**config.mk**
```make
export PLATFORM = sky130hd
export DESIGN_NAME = beu_front
export DESIGN_NICKNAME = d
export VERILOG_FILES = /design/src/beu_pkg.sv /design/src/beu_front.sv
export SDC_FILE = /design/constraint.sdc
export NUM_CORES = 1
export LEC_CHECK = 0
export ABC_AREA = 0
export BUFFER_PORTS_ARGS = -buffer_cell sky130_fd_sc_hd__clkbuf_2
export CORE_MARGIN = 2
export CORE_UTILIZATION = 47
export CTS_BUF_LIST = sky130_fd_sc_hd__clkbuf_16
export DETAILED_ROUTE_END_ITERATION = 10
export MAX_ROUTING_LAYER = met4
export PLACE_DENSITY = 0.8
export SLEW_MARGIN = 20
export SYNTH_ARGS = -nofsm -noshare
export SYNTH_HDL_FRONTEND = slang
export SYNTH_SLANG_ARGS = --single-unit
export TNS_END_PERCENT = 5
```
**constraint.sdc**
```tcl
create_clock -name clock -period 5 [get_ports clock]
set_input_delay 1 -clock clock [delete_from_list [all_inputs] [get_ports clock]]
set_output_delay 1 -clock clock [all_outputs]
set_load 0.05 [all_outputs]
```
**src/beu_pkg.sv**
```systemverilog
// Shared types, constants and command codes for the bytecode execute unit.
`timescale 1ns / 1ps
package beu_pkg;

   localparam int VarCountDef   = 256;
   localparam int ArrayCountDef = 16;
   localparam int ArrayDepthDef = 1024;
   localparam int SkipBitsDef   = 16;
   localparam int WordBits      = 32;

   typedef enum logic [4:0] {
      CMD_SET = 5'd0, CMD_IF = 5'd1, CMD_END = 5'd2, CMD_ADD = 5'd3, CMD_SUB = 5'd4,
      CMD_MUL = 5'd5, CMD_DIV = 5'd6, CMD_MOD = 5'd7, CMD_ALLOC = 5'd8, CMD_FREE = 5'd9,
      CMD_ASTORE = 5'd10, CMD_ALOAD = 5'd11, CMD_INC = 5'd12, CMD_DEC = 5'd13,
      CMD_PNUM = 5'd14, CMD_PCHAR = 5'd15, CMD_RNUM = 5'd16, CMD_RCHAR = 5'd17,
      CMD_JUMP = 5'd18, CMD_NOP = 5'd19
   } cmd_type;

   localparam logic [2:0] REL_GT = 3'd0, REL_LT = 3'd1, REL_EQ = 3'd2, REL_NE = 3'd3,
                          REL_LE = 3'd4, REL_GE = 3'd5;

   localparam logic [1:0] KIND_NONE = 2'd0, KIND_NUM = 2'd1, KIND_CHAR = 2'd2;
   localparam logic [1:0] ERR_NONE = 2'd0, ERR_VAR = 2'd1, ERR_ARR = 2'd2, ERR_DIV = 2'd3;

   typedef struct packed {
      logic [4:0]  command;
      logic [2:0]  relation;
      logic        first_is_var;
      logic        second_is_var;
      logic [31:0] word_a;
      logic [31:0] word_b;
      logic [31:0] word_c;
      logic [31:0] input_value;
   } item_type;

   typedef struct packed {
      logic [1:0]  print_kind;
      logic [31:0] print_value;
      logic        redirect;
      logic [15:0] redirect_target;
      logic        skipped;
      logic [1:0]  error;
   } result_type;

endpackage

```
**src/beu_front.sv**
```systemverilog
// Input stage and two-entry item queue feeding the execute engine.
`timescale 1ns / 1ps
module beu_front
   import beu_pkg::*;
(
   input  logic        clock,
   input  logic        reset,
   input  logic        req_valid,
   output logic        req_stall,
   input  item_type    req_item,
   output logic        q_valid,
   input  logic        q_pop,
   output item_type    q_item
);
   item_type   mem_ff [2];
   logic [0:0] wr_ff, wr_in, rd_ff, rd_in;
   logic [1:0] cnt_ff, cnt_in;
   logic       push;

   assign req_stall = (cnt_ff == 2'd2);
   assign push      = req_valid && !req_stall;
   assign q_valid   = (cnt_ff != 2'd0);
   assign q_item    = mem_ff[rd_ff];

   always_comb begin
      wr_in  = push ? wr_ff + 1'b1 : wr_ff;
      rd_in  = q_pop ? rd_ff + 1'b1 : rd_ff;
      cnt_in = cnt_ff + {1'b0, push} - {1'b0, q_pop};
   end

   always_ff @(posedge clock) begin
      if (reset) begin
         wr_ff  <= '0;
         rd_ff  <= '0;
         cnt_ff <= '0;
      end else begin
         wr_ff  <= wr_in;
         rd_ff  <= rd_in;
         cnt_ff <= cnt_in;
      end
      if (push) mem_ff[wr_ff] <= req_item;
   end
endmodule

```
After elaboration in Yosys (flattened, before gate mapping)
Memories as Yosys holds them, arrays and structs flattened. A register that Yosys moved wholly into a read port is not among the register bits.
Cells that the tools add are included.
{ "totals": {"mem_bits_rw": 276, "inputBits": 142, "reg_bits": 4, "n_memories": 1, "output_inout_bits": 140} }
{ "memory_table": {"columns": ["memory", "depth", "width", "read_ports", "rd_ports_with_merged_regs", "wr", "line", "source"], "rows": [
  ["mem_ff", 2, 138, 1, 1, 1, "beu_front.sv:15", "item_type mem_ff [2];"]
]} }
{ "op_classes": {"n_reduce_logical": 3, "n_eq_ne": 1, "add_sub_neg": 4, "muxes": 4} }
{ "op_table": {"columns": ["cell", "count"], "rows": [
  ["1-bit 2-to-1 mux", 4],
  ["1-bit adder, second input constant", 2],
  ["2-bit by 1-bit adder with 2-bit output", 1],
  ["2-bit == test, second input constant", 1],
  ["2-bit nonzero test", 1],
  ["2-bit by 1-bit subtractor with 2-bit output", 1],
  ["1-bit logical AND", 1],
  ["1-bit logical NOT", 1]
]} }

Depth between registers and ports, before layout
{ "logic_depth": {"depth_word": 5, "depth_mapped": 8, "depth_no_buf": 8} }

Worst setup path before layout
OpenSTA, ideal clock, no wires.
{ "synth_timing": {"kind": "input port to flip-flop", "startpoint": "in req_valid", "endpoint": "mem mem_ff[1][0] (netlist name), enable pin", "slack_ps": 263, "required_time_ps": 4485, "n_path_buf": 0, "setup_time_ps": 515, "arrival_ps": 4222, "cell_stages": 1, "cell_sequence": "and3_1"} }
{ "synth_between": {"elab_chain_cells": 3} }
{ "synth_rtl": {"columns": ["item", "line", "source"], "rows": [
  ["start: declaration", "beu_front.sv:8", "input logic req_valid,"],
  ["1-bit logical AND", "beu_front.sv:21", "assign push = req_valid && !req_stall;"],
  ["1-bit 2-to-1 mux", "beu_front.sv:41", "if (push) mem_ff[wr_ff] <= req_item;"],
  ["1-bit 2-to-1 mux (not written as such)", "beu_front.sv:41", null],
  ["end: declaration", "beu_front.sv:15", null]
]} }
No other way between the ends.

==> run_results.csv <==
group,metric,value,unit
global_route,met2_usage,27.56,%
cts,cts_tree,"built",
routing,dr.first_iter.drc_count,198,
logic_synthesis,synth.area.top_cells,"edfxtp_1 (81%), mux2_2 (15%), buf_6 (1.5%), dfxtp_1 (0.98%), ha_1 (0.24%)",
timing,relSlewSlack,43.78,%
floorplanning,rows,53,
placed_design,dpl.cell_count,1001,
job,maxCapViolCount,0,
cells_and_area,final_cell_mix,"clkbuf_2 (281), edfxtp_1 (276), mux2_2 (138)",
cells_and_area,drive_above_1_share,60.15,%
global_route,antenna_found_initial,0,
critical_path,required,4.00,ns
global_route,met1_usage,17.57,%
cells_and_area,final_common_cell,"clkbuf_2",
pwr,power_frac_comb,20.3,%
routing,vias,5160,
pwr,p_int,0.004320,W
critical_path,cp_max_fo,61,
cells_and_area,instances_no_fill,1053,
placed_design,gp_routability_congestion,0.7499,
pwr,ir_drop,0.3537,mV
routing,drc,0,
cts,root_buffer,"clkbuf_16",
routing,wl_per_cell,17.78,um
pwr,seq_power_share,47.5,%
timing,fin_crit_sh,64.47,%
status,outcome,"finished, final reports clean",
pwr,pwr_density_cell,477.0,mW/mm2
global_route,grt_pass1_vias,5393,
routing,drt_pass1_iterations,6,
global_route,grt_usage,15.88,%
global_route,grt_pass1_wl,27.21,mm
pwr,switching_power,0.001783,W
routing,postRouteAntennaNets,0,
pwr,sw_frac_of_total,29.21,%
worst_hold_path,hp-class,"reg -> reg",
timing,skew,0.008047,ns
cts,cts_buffer_depth,3,
timing,setup_total_negative_slack,0,ns
cts,ctsResizeCount,0,
cts,htree_num_levels,1,
timing,fmax,310.2,MHz
timing,whs,0.5197,ns
floorplanning,core_area,0.02122,mm2
timing,rsz0062_at_grt,"no",
cells_and_area,area_growth,25.02,%
critical_path,crit_arrival,2.22,ns
logic_synthesis,synth.avg_cell_area,22.49,um2
routing,routed_wirelength,18.73,mm
timing,maxSlewViolCount,0,
logic_synthesis,syn_area,0.01023,mm2
placed_design,hpwl,12.38,mm
placed_design,io_buffers,281,
global_route,overflow,0,
routing,avgViaCountPerCell,4.900,
critical_path,end_kind,"output pin",
pwr,power.total,0.006102,W
pwr,p_clk_share,32.3,%
critical_path,crit_path_start_kind,"register",
pwr,power_leakage,4.877,nW
floorplanning,ios,282,
global_route,grt_use_met3,4.731,%
logic_synthesis,ys_types,20,
cts,path_clk_slew,0.06,ns
critical_path,path_class,"reg -> out",
logic_synthesis,synth-seq-cells,281,
timing,hold_viol,0,
logic_synthesis,seq_area_frac_synth,81.98,%
floorplanning,chipHeight,151.6,um
logic_synthesis,yosys.area.top_type,"edfxtp_1",
cts,numCtsBuffers,29,
cts,insertion_delay,0.52,ns
cells_and_area,nNetsFinal,901,
logic_synthesis,yosysTopAreaCellShare,81.00,%
floorplanning,initial_core_util,48.22,%
floorplanning,die_x,151.6,um
timing,tightest_slew,0.8433,ns
global_route,grt_max_degree,89,
cells_and_area,diodes,0,
logic_synthesis,synth_cells,455,
logic_synthesis,ys_warn_count,0,
timing,post-route-min-period,3.224,ns
cts,cts_hold_buf,0,
cts,cts_setup_buffers,0,
global_route,grt.busiest_layer,"met2",
logic_synthesis,synth_fp_nets,599,
timing,setup_violations,0,
floorplanning,dieArea,0.02297,mm2
cts,clock_sinks,281,
-- final cells by class --
cell class,instances,area [um2]
inverter,4,20.02
timing repair buffer,286,1481
clock buffer,29,725.7
clock inverter,23,157.7
multi-input combinational,155,1672
sequential,281,8392
fill,1577,8428
tap,275,344.1
-- sequential cells by signal (all words and copies together) (netlist names), named ones only --
name / cells
mem_ff: 276
cnt_ff: 2
rd_ff: 1
wr_ff: 1
-- worst paths after layout --
check / start / to / slack, ns / depth (start not counted)
setup / recovery: register / q_item[121] / 1.78 / 3
hold / removal: rd_ff$_SDFFE_PP0P_ / register / 0.52 / 2
setup reg to reg: cnt_ff[0]$_SDFF_PP0_ / mem_ff[0][48]$_DFFE_PP_ / 2.68 / 5
hold reg to reg: rd_ff$_SDFFE_PP0P_ / register / 0.52 / 2
-- metrics by stage --
stage               util, %  worst slack [ns]  cell area (um2)
floorplan                 -            0.2634            10230
global placement      56.12             2.037            11910
detailed placement    56.12             1.970            11910
CTS                   60.28             1.748            12790
global route          60.28             1.681            12790
finish                60.28             1.776            12790
-- layer usage --
metal	vias to the layer above	routed length (um)
li1	2412	-
met2	203	9518
met5	-	0
met1	2503	6984
met4	0	547
met3	42	1677
-- critical path, cell delays in order (launching register included) --
cell and delay [ns]:
dfxtp_4 0.35, buf_4 0.61, mux2_2 0.42, clkbuf_2 0.25
-- cell usage after synthesis --
master      n
ha_1        2
a21oi_1     1
inv_1       4
o21ai_0     1
or3_1       1
buf_6      14
xor2_1      1
or2_2       1
nand2b_2    1
nand2_1     1
buf_2       1
and3_1      1
edfxtp_1  276
dfxtp_1     5
nor2b_1     1
nor3_1      1
and2_1      1
xnor2_1     1
nor2_1      3
mux2_2    138
-- kinds of logic after synthesis --
family                   share of synthesized area, %
AO/OA/AOI/OAI                                 0.09773
XOR/XNOR                                       0.1712
adder cells (fa/ha/maj)                        0.2445
buffers and inverters                           1.736
flip-flops                                      81.98
multiplexers                                    15.19
AND/OR/NAND/NOR                                0.5871
-- power by group through the flow --
stage / clock network [W] / registers [W] / logic (W)
finish: 0.00197 / 0.00290 / 0.00124
global route: 0.00211 / 0.00292 / 0.00130
CTS: 0.00202 / 0.00290 / 0.00125
detailed placement: 0 / 0.00295 / 0.00125
global placement: 0 / 0.00293 / 0.00124
floorplan: 0 / 0.00296 / 0.000962
(Power assumes the default switching activity.)
